<file path="src/design/snfcs_pkg.sv">
// ----------------------------------------------------------------------------
// snfcs_pkg: shared types and constants of the flash command sequencer
// Holds the transaction payload structs, the command opcodes and the flash
// command codes used by the front and back parts.
// ----------------------------------------------------------------------------
`default_nettype none
package snfcs_pkg;

  typedef struct packed {
    logic [1:0]  func;
    logic [3:0]  opcode_sel;
    logic [23:0] address;
    logic [12:0] count;
    logic [7:0]  value;
  } in_item_t;

  typedef struct packed {
    logic [7:0]  spi_byte;
    logic        spi_valid;
    logic        frame_end;
    logic        want_rx;
    logic [15:0] read_data;
    logic        read_valid;
    logic        done_res;
    logic        ok;
    logic        last;
  } out_item_t;

  typedef enum logic [1:0] {
    FUNC_CMD  = 2'd0,
    FUNC_DATA = 2'd1,
    FUNC_RX   = 2'd2,
    FUNC_TICK = 2'd3
  } func_e;

  localparam logic [3:0] OP_RDSR  = 4'd0;
  localparam logic [3:0] OP_WRSR  = 4'd1;
  localparam logic [3:0] OP_WREN  = 4'd2;
  localparam logic [3:0] OP_WRDI  = 4'd3;
  localparam logic [3:0] OP_PD    = 4'd4;
  localparam logic [3:0] OP_WAKE  = 4'd5;
  localparam logic [3:0] OP_ID    = 4'd6;
  localparam logic [3:0] OP_PROG  = 4'd7;
  localparam logic [3:0] OP_SE    = 4'd8;
  localparam logic [3:0] OP_CE    = 4'd9;
  localparam logic [3:0] OP_READ  = 4'd10;

  localparam logic [7:0] C_RDSR  = 8'h05;
  localparam logic [7:0] C_WRSR  = 8'h01;
  localparam logic [7:0] C_WREN  = 8'h06;
  localparam logic [7:0] C_WRDI  = 8'h04;
  localparam logic [7:0] C_PP    = 8'h02;
  localparam logic [7:0] C_SE    = 8'h20;
  localparam logic [7:0] C_CE    = 8'hC7;
  localparam logic [7:0] C_PD    = 8'hB9;
  localparam logic [7:0] C_WAKE  = 8'hAB;
  localparam logic [7:0] C_READ  = 8'h03;
  localparam logic [7:0] C_DUMMY = 8'hFF;

  localparam int unsigned MaxRes = 6;

  // Result list produced by the front part for one accepted input item.
  typedef struct packed {
    logic [2:0]          n;
    out_item_t [MaxRes-1:0] res;
  } res_list_t;

  localparam logic [1:0] REG_PROG = 2'd0;
  localparam logic [1:0] REG_ERASE = 2'd1;
  localparam logic [1:0] REG_CHIP = 2'd2;

endpackage
`default_nettype wire

</file>
<file path="src/design/snfcs_front.sv">
// ----------------------------------------------------------------------------
// snfcs_front: command front end
// Accepts input transactions, advances the operation state and builds the
// list of result transactions that each one causes.
// ----------------------------------------------------------------------------
`default_nettype none
module snfcs_front #(
  parameter int unsigned SectorBytes = 4096,
  parameter int unsigned PageBytes   = 256
) (
  input  wire logic                 clk_i,
  input  wire logic                 rst_ni,
  input  wire logic                 cfg_we_i,
  input  wire logic [1:0]           cfg_idx_i,
  input  wire logic [31:0]          cfg_data_i,
  input  wire logic                 take_i,
  input  wire snfcs_pkg::in_item_t  item_i,
  output snfcs_pkg::res_list_t      list_o
);
  import snfcs_pkg::*;

  localparam int unsigned SecShift = $clog2(SectorBytes);

  typedef enum logic [7:0] {
    PH_IDLE  = 8'b0000_0001,
    PH_RX_SR = 8'b0000_0010,
    PH_RX_IDH = 8'b0000_0100,
    PH_RX_IDL = 8'b0000_1000,
    PH_RX_RD = 8'b0001_0000,
    PH_PAY   = 8'b0010_0000,
    PH_PRE   = 8'b0100_0000,
    PH_POST  = 8'b1000_0000
  } phase_e;

  phase_e      phase_q, phase_d;
  logic [3:0]  op_q, op_d;
  logic [23:0] addr_q, addr_d;
  logic [12:0] left_q, left_d;
  logic [31:0] ticks_q, ticks_d;
  logic [7:0]  idh_q, idh_d;
  logic [31:0] prog_to_q, erase_to_q, chip_to_q;

  res_list_t   l;

  function automatic out_item_t mk_spi(logic [7:0] b, logic fe, logic rx);
    out_item_t o;
    o = '0;
    o.spi_byte = b; o.spi_valid = 1'b1; o.frame_end = fe; o.want_rx = rx;
    return o;
  endfunction

  function automatic out_item_t mk_done(logic okv);
    out_item_t o;
    o = '0;
    o.done_res = 1'b1; o.ok = okv;
    return o;
  endfunction

  function automatic out_item_t mk_read(logic [15:0] d, logic dn);
    out_item_t o;
    o = '0;
    o.read_data = d; o.read_valid = 1'b1; o.done_res = dn; o.ok = dn;
    return o;
  endfunction

  logic [12:0] pcnt, left_m1;
  logic [31:0] post_lim;
  logic [23:0] sec_addr;
  logic [SecShift+23:0] sec_wide;

  always_comb begin
    pcnt = item_i.count;
    if (pcnt == '0) pcnt = 13'd1;
    if (pcnt > 13'(PageBytes)) pcnt = 13'(PageBytes);
    left_m1 = left_q - 13'd1;
    sec_wide = {{SecShift{1'b0}}, item_i.address} << SecShift;
    sec_addr = sec_wide[23:0];
    if (op_q == OP_PROG) post_lim = prog_to_q;
    else if (op_q == OP_CE) post_lim = chip_to_q;
    else post_lim = erase_to_q;
  end

  always_comb begin
    phase_d = phase_q; op_d = op_q; addr_d = addr_q; left_d = left_q;
    ticks_d = ticks_q; idh_d = idh_q;
    l = '0;
    case (func_e'(item_i.func))
      FUNC_CMD: begin
        if (phase_q == PH_IDLE && item_i.opcode_sel <= OP_READ) begin
          op_d = item_i.opcode_sel;
          case (item_i.opcode_sel)
            OP_RDSR: begin
              l.res[0] = mk_spi(C_RDSR, 1'b0, 1'b0);
              l.res[1] = mk_spi(C_DUMMY, 1'b1, 1'b1);
              l.n = 3'd2; phase_d = PH_RX_SR;
            end
            OP_WRSR: begin
              l.res[0] = mk_spi(C_WRSR, 1'b0, 1'b0);
              l.res[1] = mk_spi(item_i.value, 1'b1, 1'b0);
              l.res[2] = mk_done(1'b1); l.n = 3'd3;
            end
            OP_WREN, OP_WRDI, OP_PD, OP_WAKE: begin
              case (item_i.opcode_sel)
                OP_WREN: l.res[0] = mk_spi(C_WREN, 1'b1, 1'b0);
                OP_WRDI: l.res[0] = mk_spi(C_WRDI, 1'b1, 1'b0);
                OP_PD:   l.res[0] = mk_spi(C_PD, 1'b1, 1'b0);
                default: l.res[0] = mk_spi(C_WAKE, 1'b1, 1'b0);
              endcase
              l.res[1] = mk_done(1'b1); l.n = 3'd2;
            end
            OP_ID: begin
              l.res[0] = mk_spi(item_i.value, 1'b0, 1'b0);
              l.res[1] = mk_spi(8'h00, 1'b0, 1'b0);
              l.res[2] = mk_spi(8'h00, 1'b0, 1'b0);
              l.res[3] = mk_spi(8'h00, 1'b0, 1'b0);
              l.res[4] = mk_spi(C_DUMMY, 1'b0, 1'b1);
              l.res[5] = mk_spi(C_DUMMY, 1'b1, 1'b1);
              l.n = 3'd6; phase_d = PH_RX_IDH;
            end
            OP_PROG: begin
              addr_d = item_i.address; left_d = pcnt;
              l.res[0] = mk_spi(C_WREN, 1'b1, 1'b0);
              l.res[1] = mk_spi(C_PP, 1'b0, 1'b0);
              l.res[2] = mk_spi(item_i.address[23:16], 1'b0, 1'b0);
              l.res[3] = mk_spi(item_i.address[15:8], 1'b0, 1'b0);
              l.res[4] = mk_spi(item_i.address[7:0], 1'b0, 1'b0);
              l.n = 3'd5; phase_d = PH_PAY;
            end
            OP_SE, OP_CE: begin
              if (item_i.opcode_sel == OP_SE) addr_d = sec_addr;
              l.res[0] = mk_spi(C_WREN, 1'b1, 1'b0);
              l.res[1] = mk_spi(C_RDSR, 1'b0, 1'b0);
              l.res[2] = mk_spi(C_DUMMY, 1'b1, 1'b1);
              l.n = 3'd3; ticks_d = '0; phase_d = PH_PRE;
            end
            default: begin
              addr_d = item_i.address; left_d = item_i.count;
              l.res[0] = mk_spi(C_READ, 1'b0, 1'b0);
              l.res[1] = mk_spi(item_i.address[23:16], 1'b0, 1'b0);
              l.res[2] = mk_spi(item_i.address[15:8], 1'b0, 1'b0);
              if (item_i.count == '0) begin
                l.res[3] = mk_spi(item_i.address[7:0], 1'b1, 1'b0);
                l.res[4] = mk_done(1'b1); l.n = 3'd5;
              end else begin
                l.res[3] = mk_spi(item_i.address[7:0], 1'b0, 1'b0);
                l.res[4] = mk_spi(C_DUMMY, item_i.count == 13'd1, 1'b1);
                l.n = 3'd5; phase_d = PH_RX_RD;
              end
            end
          endcase
        end
      end
      FUNC_DATA: begin
        if (phase_q == PH_PAY) begin
          left_d = left_m1;
          if (left_m1 == '0) begin
            l.res[0] = mk_spi(item_i.value, 1'b1, 1'b0);
            l.res[1] = mk_spi(C_RDSR, 1'b0, 1'b0);
            l.res[2] = mk_spi(C_DUMMY, 1'b1, 1'b1);
            l.n = 3'd3; ticks_d = '0; phase_d = PH_POST;
          end else begin
            l.res[0] = mk_spi(item_i.value, 1'b0, 1'b0); l.n = 3'd1;
          end
        end
      end
      FUNC_RX: begin
        case (phase_q)
          PH_RX_SR: begin
            l.res[0] = mk_read({8'h00, item_i.value}, 1'b1); l.n = 3'd1;
            phase_d = PH_IDLE;
          end
          PH_RX_IDH: begin
            idh_d = item_i.value; phase_d = PH_RX_IDL;
          end
          PH_RX_IDL: begin
            l.res[0] = mk_read({idh_q, item_i.value}, 1'b1); l.n = 3'd1;
            phase_d = PH_IDLE;
          end
          PH_RX_RD: begin
            left_d = left_m1;
            if (left_m1 == '0) begin
              l.res[0] = mk_read({8'h00, item_i.value}, 1'b1); l.n = 3'd1;
              phase_d = PH_IDLE;
            end else begin
              l.res[0] = mk_read({8'h00, item_i.value}, 1'b0);
              l.res[1] = mk_spi(C_DUMMY, left_m1 == 13'd1, 1'b1); l.n = 3'd2;
            end
          end
          PH_PRE: begin
            if (!item_i.value[0] || ticks_q > erase_to_q) begin
              if (op_q == OP_SE) begin
                l.res[0] = mk_spi(C_SE, 1'b0, 1'b0);
                l.res[1] = mk_spi(addr_q[23:16], 1'b0, 1'b0);
                l.res[2] = mk_spi(addr_q[15:8], 1'b0, 1'b0);
                l.res[3] = mk_spi(addr_q[7:0], 1'b1, 1'b0);
                l.res[4] = mk_spi(C_RDSR, 1'b0, 1'b0);
                l.res[5] = mk_spi(C_DUMMY, 1'b1, 1'b1); l.n = 3'd6;
              end else begin
                l.res[0] = mk_spi(C_CE, 1'b1, 1'b0);
                l.res[1] = mk_spi(C_RDSR, 1'b0, 1'b0);
                l.res[2] = mk_spi(C_DUMMY, 1'b1, 1'b1); l.n = 3'd3;
              end
              ticks_d = '0; phase_d = PH_POST;
            end else begin
              l.res[0] = mk_spi(C_RDSR, 1'b0, 1'b0);
              l.res[1] = mk_spi(C_DUMMY, 1'b1, 1'b1); l.n = 3'd2;
            end
          end
          PH_POST: begin
            if (!item_i.value[0]) begin
              l.res[0] = mk_done(1'b1); l.n = 3'd1; phase_d = PH_IDLE;
            end else if (ticks_q > post_lim) begin
              l.res[0] = mk_done(1'b0); l.n = 3'd1; phase_d = PH_IDLE;
            end else begin
              l.res[0] = mk_spi(C_RDSR, 1'b0, 1'b0);
              l.res[1] = mk_spi(C_DUMMY, 1'b1, 1'b1); l.n = 3'd2;
            end
          end
          default: begin
          end
        endcase
      end
      default: begin
        if ((phase_q == PH_PRE || phase_q == PH_POST) && ticks_q != '1)
          ticks_d = ticks_q + 32'd1;
      end
    endcase
    if (l.n != '0) l.res[l.n - 3'd1].last = 1'b1;
  end

  always_ff @(posedge clk_i or negedge rst_ni) begin
    if (!rst_ni) begin
      phase_q <= PH_IDLE; op_q <= '0; addr_q <= '0; left_q <= '0;
      ticks_q <= '0; idh_q <= '0;
      prog_to_q <= 32'd5000; erase_to_q <= 32'd10000; chip_to_q <= 32'd40000;
    end else begin
      if (take_i) begin
        phase_q <= phase_d; op_q <= op_d; addr_q <= addr_d; left_q <= left_d;
        ticks_q <= ticks_d; idh_q <= idh_d;
      end
      if (cfg_we_i) begin
        case (cfg_idx_i)
          REG_PROG:  prog_to_q <= cfg_data_i;
          REG_ERASE: erase_to_q <= cfg_data_i;
          REG_CHIP:  chip_to_q <= cfg_data_i;
          default: begin
          end
        endcase
      end
    end
  end

  assign list_o = l;

endmodule
`default_nettype wire

</file>
<file path="src/design/snfcs_back.sv">
// ----------------------------------------------------------------------------
// snfcs_back: result queue and drain
// Holds result lists in a short queue and delivers their entries one per
// cycle in order while pop_i is asserted.
// ----------------------------------------------------------------------------
`default_nettype none
module snfcs_back (
  input  wire logic                 clk_i,
  input  wire logic                 rst_ni,
  input  wire logic                 wr_i,
  input  wire snfcs_pkg::res_list_t list_i,
  output logic                      full_o,
  output logic                      empty_o,
  input  wire logic                 pop_i,
  output snfcs_pkg::out_item_t      res_o
);
  import snfcs_pkg::*;

  res_list_t   mem_q [2];
  logic [1:0]  cnt_q;
  logic        wp_q, rp_q;
  logic [2:0]  sub_q;
  logic        adv;
  logic        wr_en;

  assign wr_en = wr_i && list_i.n != '0;
  assign empty_o = cnt_q == '0;
  assign full_o = cnt_q == 2'd2;
  assign res_o = mem_q[rp_q].res[sub_q];
  assign adv = pop_i && !empty_o && (sub_q == mem_q[rp_q].n - 3'd1);

  always_ff @(posedge clk_i) begin
    if (wr_en) mem_q[wp_q] <= list_i;
  end

  always_ff @(posedge clk_i or negedge rst_ni) begin
    if (!rst_ni) begin
      cnt_q <= '0; wp_q <= 1'b0; rp_q <= 1'b0; sub_q <= '0;
    end else begin
      if (wr_en) wp_q <= ~wp_q;
      if (pop_i && !empty_o) begin
        if (adv) begin
          sub_q <= '0; rp_q <= ~rp_q;
        end else begin
          sub_q <= sub_q + 3'd1;
        end
      end
      cnt_q <= cnt_q + {1'b0, wr_en} - {1'b0, adv};
    end
  end

endmodule
`default_nettype wire

</file>
<file path="src/design/spi_nor_flash_command_sequencer.sv">
// ----------------------------------------------------------------------------
// spi_nor_flash_command_sequencer: serial NOR flash master sequencer
// Turns command, payload, received-byte and tick transactions into SPI byte
// transactions with frame-end marks, read data and completion results.
// ----------------------------------------------------------------------------
//  Channel  | Direction | Handshake        | Payload
//  ---------+-----------+------------------+-------------------------------
//  input    | in        | push_i / full_o  | in_item_t (func .. value)
//  result   | out       | empty_o / pop_i  | out_item_t (spi_byte .. last)
//  config   | in        | cfg_we_i         | cfg_idx_i, cfg_data_i
//
// The front part takes one input transaction per cycle unless the queue is
// full, and computes all of its results in that cycle, zero to six of them.
// Results drain from a two-entry list queue at one per cycle while pop_i is
// asserted, each list holding its entry until its last result is popped;
// input stalls only when both entries are occupied.
// Reset clears the operation state, the queue and sets default timeouts.
// ----------------------------------------------------------------------------
`default_nettype none
module spi_nor_flash_command_sequencer #(
  parameter int unsigned SectorBytes = 4096,
  parameter int unsigned PageBytes   = 256
) (
  input  wire logic                 clk_i,
  input  wire logic                 rst_ni,
  input  wire logic                 push_i,
  output logic                      full_o,
  input  wire snfcs_pkg::in_item_t  in_i,
  output logic                      empty_o,
  input  wire logic                 pop_i,
  output snfcs_pkg::out_item_t      out_o,
  input  wire logic                 cfg_we_i,
  input  wire logic [1:0]           cfg_idx_i,
  input  wire logic [31:0]          cfg_data_i
);
  import snfcs_pkg::*;

  res_list_t list;
  logic      take;

  // An input transaction is taken whenever one is pushed and the queue has room.
  assign take = push_i && !full_o;

  snfcs_front #(.SectorBytes(SectorBytes), .PageBytes(PageBytes)) u_front (
    .clk_i, .rst_ni, .cfg_we_i, .cfg_idx_i, .cfg_data_i,
    .take_i(take), .item_i(in_i), .list_o(list)
  );

  snfcs_back u_back (
    .clk_i, .rst_ni, .wr_i(take), .list_i(list),
    .full_o, .empty_o, .pop_i, .res_o(out_o)
  );

  // A delivered result never carries both an SPI byte and read data.
  assert property (@(posedge clk_i) disable iff (!rst_ni)
    !empty_o |-> !(out_o.spi_valid && out_o.read_valid))
    else $error("result carries both spi byte and read data");

  // A taken transaction with at least one result leaves the queue non-empty afterwards.
  assert property (@(posedge clk_i) disable iff (!rst_ni)
    (take && list.n != '0) |=> !empty_o)
    else $error("queued results lost");

endmodule
`default_nettype wire
</file>
<file path="config.mk">
export PLATFORM = sky130hd
export DESIGN_NAME = spi_nor_flash_command_sequencer
export DESIGN_NICKNAME = d
export VERILOG_FILES = /design/src/design/snfcs_pkg.sv /design/src/design/snfcs_front.sv /design/src/design/snfcs_back.sv /design/src/design/spi_nor_flash_command_sequencer.sv
export SDC_FILE = /design/constraint.sdc
export NUM_CORES = 1
export LEC_CHECK = 0
export BUFFER_PORTS_ARGS = -buffer_cell sky130_fd_sc_hd__buf_2
export CAP_MARGIN = 20
export CORE_UTILIZATION = 30
export CTS_BUF_LIST = sky130_fd_sc_hd__clkbuf_2 sky130_fd_sc_hd__clkbuf_4 sky130_fd_sc_hd__clkbuf_8
export CTS_CLUSTER_DIAMETER = 120
export DETAILED_ROUTE_END_ITERATION = 16
export PLACE_DENSITY_LB_ADDON = 0.15
export REMOVE_ABC_BUFFERS = 1
export SETUP_SLACK_MARGIN = 0.5
export SLEW_MARGIN = 20
export SYNTH_ARGS = -nofsm -noshare
export SYNTH_HDL_FRONTEND = slang
export SYNTH_HIERARCHICAL = 1
export SYNTH_SLANG_ARGS = --single-unit
</file>
<file path="constraint.sdc">
create_clock -name clk_i -period 14.4 [get_ports clk_i]
set_input_delay 1.44 -clock clk_i [delete_from_list [all_inputs] [get_ports clk_i]]
set_output_delay 1.44 -clock clk_i [all_outputs]
set_load 0.05 [all_outputs]
</file>
==> impl_metrics.json, run 1 <==
{
  "die_w_um": 307,
  "root_buffer": "clkbuf_8",
  "drc": 0,
  "fin_skew_ns": 0.0675,
  "fmax_mhz": 128,
  "post_cts_resize_count": 0,
  "synth_commonest_cells": "edfxtp_1 (378), dfrtp_1 (176), nand2_1 (172)",
  "synth_edf_count": 378,
  "areaGrowthSynthToFinish_pct": 13.1,
  "finalWorstSetupSlack_ns": 6.56,
  "synth_seq_cells": 570,
  "cpMostUsedCell": "buf_4",
  "routed_wirelength_mm": 72.7,
  "ant_nets": 0,
  "antenna_found_initial": 17,
  "rows": 111,
  "start_kind": "register",
  "tritoncts": "done",
  "syn_area_per_cell_um2": 13.3,
  "syn_area_um2": 27800,
  "fin_crit_sh": 0.544,
  "critical_path_class": "reg -> reg",
  "clk_latency_ns": 0.75,
  "wl_per_cell_um": 20.4,
  "design_area_um2": 31500,
  "cpPeakStageDelay_ns": 0.89,
  "track_usage": 0.156,
  "yosysTopAreaCell": "edfxtp_1",
  "place_congestion": 0.882,
  "post_cts_buffers": 0,
  "ys_async_sr_fraction": 0.337,
  "cts_hold_buf": 0,
  "crit_buf_inv": 5,
  "setup_viol": 0,
  "power_uw": 5310,
  "fp.coreArea_um2": 91800,
  "yosys.cell_count.top_type": "edfxtp_1",
  "die_area_um2": 94000,
  "yosysWarnings": 6,
  "worst_pin_slew_ns": 1.14,
  "drive_gt1_frac": 0.249,
  "final_max_slew_viol_count": 0,
  "powerDensity_nw_per_um2": 169,
  "worstPathRequired_ns": 14.74,
  "overflow": 0,
  "dr.pass1.iters": 7,
  "cts-buffers-inserted": 100,
  "initial_core_util": 0.303,
  "cp-end-kind": "register",
  "dpl.hpwl_mm": 48.0,
  "crit_slowest_cell": "buf_4",
  "place_ws_ns": 6.43,
  "worstPathMaxFanout": 72,
  "finalCriticalPeriod_ns": 7.84,
  "synthFlopType": "edfxtp_1",
  "vdd_drop_max_v": 0.0000804,
  "maxSlewHeadroom": 0.235,
  "first_iter_violations": 1301,
  "synth_cells": 2098,
  "pin_count": 123,
  "layout.nets": 2402,
  "grt_max_degree": 78,
  "cts.sinks": 570,
  "cp_top_family": "buffers and inverters",
  "synth_seq_area_share": 0.581,
  "clkTransAtPathRegs_ns": 0.06,
  "drv_cap": 0,
  "cp_cell_sequence": "nor4bb_4, buf_4, nand2_1, o211ai_1, o21ai_0, ha_1, a21o_1, a221o_1, a2111oi_0, a22oi_1, a311oi_1, buf_4, or3_1, a21boi_0, a21oi_1, o31ai_1, nor2_4, buf_4, buf_4, buf_4",
  "vias_per_cell": 4.92,
  "grt_setup_unrepaired": "false",
  "grt_pass1_vias": 18300,
  "placed_cell_area_um2": 29400,
  "port_buffers": 122,
  "status": "completed",
  "hold_violations": 0,
  "vias": 17600,
  "grt_pass1_wl_mm": 111,
  "synth_cell_types": 89,
  "chipHeight_um": 307,
  "power.leakage_uw": 0.0119,
  "worstPathArrival_ns": 8.18,
  "htreeDepth": 3,
  "yosys-top-cells-area": "edfxtp_1 (41%), dfrtp_1 (16%), mux4_2 (7.5%), mux2_2 (4.3%), ha_1 (3.5%)",
  "cts_buffer_depth": 3,
  "post-synth-top-area-fraction": 0.408,
  "min_path_type": "reg -> reg"
}
## metrics by stage
step           cells  TNS [ns]  hold WS, ns   util
2_1_floorplan   1980   -825.33        0.433      -
3_3_place_gp    3375         0        0.445  0.320
3_5_place_dp    3375         0        0.455  0.320
4_1_cts         3561         0        0.468  0.343
5_1_grt         3564         0        0.502  0.343
6_report        3567         0        0.466  0.343
## worst paths after layout
| path | startpoint | end | slack (ns) | cells after the start |
|---|---|---|---|---|
| worst max-delay path | u_front/op_q[1] | u_back/mem_q[0][65] | 6.56 | 20 |
| worst min-delay path | u_front/addr_q[5] | u_front/addr_q[5] | 0.47 | 2 |
| worst max register to register | u_front/op_q[1] | u_back/mem_q[0][65] | 6.56 | 20 |
| worst min register to register | u_front/addr_q[5] | u_front/addr_q[5] | 0.47 | 2 |
| max in group asynchronous | rst_ni | u_back/sub_q[0] | 11.58 | 3 |
| min in group asynchronous | rst_ni | u_front/erase_to_q[23] | 0.75 | 1 |
## worst register-to-register path, stage by stage, from the launching register on
cell	delay, ns
dfrtp_1	0.44
nor4bb_4	0.36
buf_4	0.55
nand2_1	0.15
o211ai_1	0.11
o21ai_0	0.11
ha_1	0.31
a21o_1	0.18
a221o_1	0.31
a2111oi_0	0.67
a22oi_1	0.18
a311oi_1	0.31
buf_4	0.21
or3_1	0.13
a21boi_0	0.14
a21oi_1	0.27
o31ai_1	0.26
nor2_4	0.35
buf_4	0.55
buf_4	0.85
buf_4	0.94
## cells by family (layout without fill, tap and decap cells)
family                   after synthesis  count (layout)  share of synthesized area
multiplexers                         249             249                      0.137
adder cells (fa/ha/maj)               78              78                     0.0351
buffers and inverters                304             434                     0.0584
flip-flops                           570             570                      0.581
AND/OR/NAND/NOR                      498             498                     0.0936
other                                  1              97                   0.000135
XOR/XNOR                              12              12                    0.00405
AO/OA/AOI/OAI                        386             386                     0.0909
## placed cells by master (no fill, tap or decap), types with 44 or more instances in the layout
| cell type | instances |
|---|---|
| a21oi_1 | 56 |
| nand2_1 | 172 |
| dfrtp_1 | 172 |
| o211ai_1 | 44 |
| nor2_1 | 51 |
| mux4_2 | 93 |
| mux2i_1 | 48 |
| conb_1 | 91 |
| clkbuf_8 | 108 |
| mux2_2 | 107 |
| inv_1 | 95 |
| edfxtp_1 | 378 |
| buf_2 | 121 |
| o21ai_0 | 112 |
| nand3_1 | 80 |
| ha_1 | 77 |
## sequential cells by signal (all words and copies together), names as in the netlist
register and count:
u_front/phase_q 8, u_front/addr_q 24, u_front/prog_to_q 32, u_back/rp_q 1, u_back/sub_q 3, u_back/wp_q 1
u_front/chip_to_q 32, u_back/cnt_q 2, u_front/ticks_q 32, u_back/mem_q 378, u_front/erase_to_q 32, u_front/idh_q 8
u_front/left_q 13, u_front/op_q 4
## power by group
group / total, µW / internal [µW] / switching, µW
sequential: 2120 / 1910 / 209
combinational: 1650 / 642 / 1010
clock: 1530 / 825 / 706
## layout make-up
type                       count  area, µm²
antenna                        6       15.0
clock buffer                 142       1740
clock inverter                44        333
fill                        9129      60300
inverter                      96        360
multi-input combinational   1314      10400
sequential                   570      16200
tap                         1243       1560
timing repair buffer         152        848
## per-layer routing
metal	global-route usage	share of wire
met5	0	0.00067
met3	0.0290	0.053
met4	0.0545	0.030
met1	0.199	0.43
met2	0.265	0.49
Power figures use the tool's default switching activity.
==> inputs of run 2 (changes only) <==
==> constraint.sdc (replaced) <==
create_clock -name clk_i -period 6.7 [get_ports clk_i]
set_input_delay 0.67 -clock clk_i [delete_from_list [all_inputs] [get_ports clk_i]]
set_output_delay 0.67 -clock clk_i [all_outputs]
set_load 0.05 [all_outputs]
==> run 2 against run 1 <==
Effect of this change: routed wire length rose by 0.32%; largest cell class unchanged; critical path depth fell by 1; combinational power rose by 120%; total power rose by 120%; sequential share of layout area fell by 0.23 points; sequential power rose by 110%; register-to-register slack got worse by 5.4 ns; clock power rose by 120%; worst setup slack got worse by 5.4 ns; via count barely moved; global-route usage barely moved.
==> impl_metrics.json, run 2 (synthesized netlist as in run 1, its figures left out) <==
{
  "status": "completed",
  "mostFrequentLayoutCells": "edfxtp_1 (378), dfrtp_1 (172), nand2_1 (172)",
  "power.leakage_uw": 0.0120,
  "root_buffer": "clkbuf_8",
  "routed_wirelength_mm": 72.9,
  "seq_area_um2": 16200,
  "drive_gt1_frac": 0.252,
  "rows": 111,
  "cpPeakStageDelay_ns": 0.55,
  "fmax_mhz": 180,
  "min_path_type": "in -> async",
  "fill_cells": 9085,
  "cts_hold_buf": 0,
  "cts_buffer_depth": 3,
  "chipHeight_um": 307,
  "grt_max_degree": 104,
  "start_kind": "register",
  "place_congestion": 0.855,
  "layout.nets": 2406,
  "dpl.hpwl_mm": 47.7,
  "track_usage": 0.157,
  "die_area_um2": 94000,
  "worstPathMaxFanout": 103,
  "die_w_um": 307,
  "largest_reg_flops": 378,
  "worstPathRequired_ns": 7.05,
  "antenna_found_initial": 15,
  "post_cts_resize_count": 0,
  "setup_viol": 0,
  "fp.coreArea_um2": 91800,
  "final_max_slew_viol_count": 0,
  "regToRegEndpoint": "u_back/mem_q[1][164]",
  "reg2regPathDepth": 19,
  "post_cts_buffers": 0,
  "port_buffers": 122,
  "final_common_cell": "edfxtp_1",
  "crit_path_end": "u_back/mem_q[1][164]",
  "grt_setup_unrepaired": "false",
  "final_util": 0.344,
  "tritoncts": "done",
  "drc": 0,
  "whs_ns": 0.0407,
  "critical_path_class": "reg -> reg",
  "fin_crit_sh": 0.827,
  "worst_pin_slew_ns": 1.17,
  "areaGrowthSynthToFinish_pct": 13.6,
  "clkTransAtPathRegs_ns": 0.06,
  "finalCriticalPeriod_ns": 5.54,
  "ant_nets": 0,
  "dr.pass1.iters": 5,
  "worstPathArrival_ns": 5.89,
  "grt_pass1_vias": 18300,
  "r2r_start": "u_front/op_q[1]",
  "vias": 17600,
  "vias_per_cell": 4.93,
  "wl_per_cell_um": 20.4,
  "fin_skew_ns": 0.0342,
  "overflow": 0,
  "cts.sinks": 570,
  "drv_cap": 0,
  "initial_core_util": 0.303,
  "ff2ff_setup_slack_ns": 1.16,
  "cp-end-kind": "register",
  "grt_pass1_wl_mm": 111,
  "crit_slowest_cell": "a2111oi_0",
  "clk_latency_ns": 0.73,
  "cts-buffers-inserted": 102,
  "cp-startpoint": "u_front/op_q[1]",
  "hold_violations": 0,
  "vdd_drop_max_v": 0.000184,
  "cp_cell_sequence": "nor4bb_4, buf_12, nand2_1, o211ai_1, o21ai_0, ha_1, and2_0, a221o_1, a2111oi_0, a22oi_1, a311oi_1, buf_4, or3_1, a21boi_0, a21oi_1, o31ai_1, buf_4, nor2_4, buf_12",
  "regMostFlops": "u_back/mem_q",
  "powerDensity_nw_per_um2": 365,
  "pin_count": 123,
  "first_iter_violations": 1235,
  "htreeDepth": 3,
  "multiInputGateArea_um2": 10400,
  "maxSlewHeadroom": 0.216
}
==> run 2: changes by cell type in the layout (fill, tap and decap cells not counted), moves of 4 or more <==
cell | previous run | this run
buf_12 | 0 | 5
clkbuf_4 | 35 | 45
clkbuf_8 | 108 | 112
clkinv_1 | 13 | 9
clkinv_2 | 17 | 12
clkinvlp_4 | 6 | 2
diode_2 | 6 | 2
==> run 2: how the worst min path moves through the flow <==
stage | cells past startpoint | from | to
4_1_cts | 1 | rst_ni | u_front/ticks_q[30]
3_3_place_gp | 2 | u_front/addr_q[11] | u_front/addr_q[11]
5_1_grt | 1 | rst_ni | u_front/ticks_q[30]
2_1_floorplan | 0 | rst_ni | u_back/cnt_q[0]
6_report | 1 | rst_ni | u_front/ticks_q[25]
3_5_place_dp | 2 | u_front/addr_q[9] | u_front/addr_q[9]
==> run 2: area by class of cell <==
type / instances / share of cell area
sequential: 570 / 0.512
multi-input combinational: 1314 / 0.330
clock buffer: 156 / 0.0590
tap: 1243 / 0.0492
timing repair buffer: 154 / 0.0292
inverter: 96 / 0.0114
clock inverter: 31 / 0.00906
antenna: 2 / 0.000158
==> run 2: layer usage <==
layer / routed length, µm / vias to the layer above / global-route usage
met5: 23 / - / 0
met4: 1810 / 4 / 0.0493
met3: 3590 / 153 / 0.0276
met2: 35800 / 470 / 0.265
met1: 31700 / 8802 / 0.203
li1: - / 8135 / -
==> run 2: stage by stage <==
step                      area [µm²]  power, µW  worst slack (ns)  setup TNS [ns]  instances
after CTS                      31600      11800              1.16               0       3564
after floorplan                26900       7260             -9.88        -3811.33       1980
after global routing           31600      12200             0.715               0       3565
after global placement         29500       8250              1.27               0       3377
after detailed placement       29500       8280              1.18               0       3377
final                          31600      11600              1.16               0       3566
==> run 2: worst max-delay path: cells and delay by family, from the launching register on <==
family                     cells  cell delay (ns)
adders and majority gates      1             0.29
buffers and inverters          4             1.13
AOI/OAI and AO/OA              9             2.20
DFF                            1             0.44
and+or+nand+nor                5             0.89
==> run 2: power by group <==
group	total [µW]	internal (µW)	switching, µW	leakage, µW
Clock	3420	1940	1480	0.00115
Sequential	4490	4110	384	0.00575
Combinational	3650	1390	2260	0.00509
Total	11600	7430	4120	0.0120
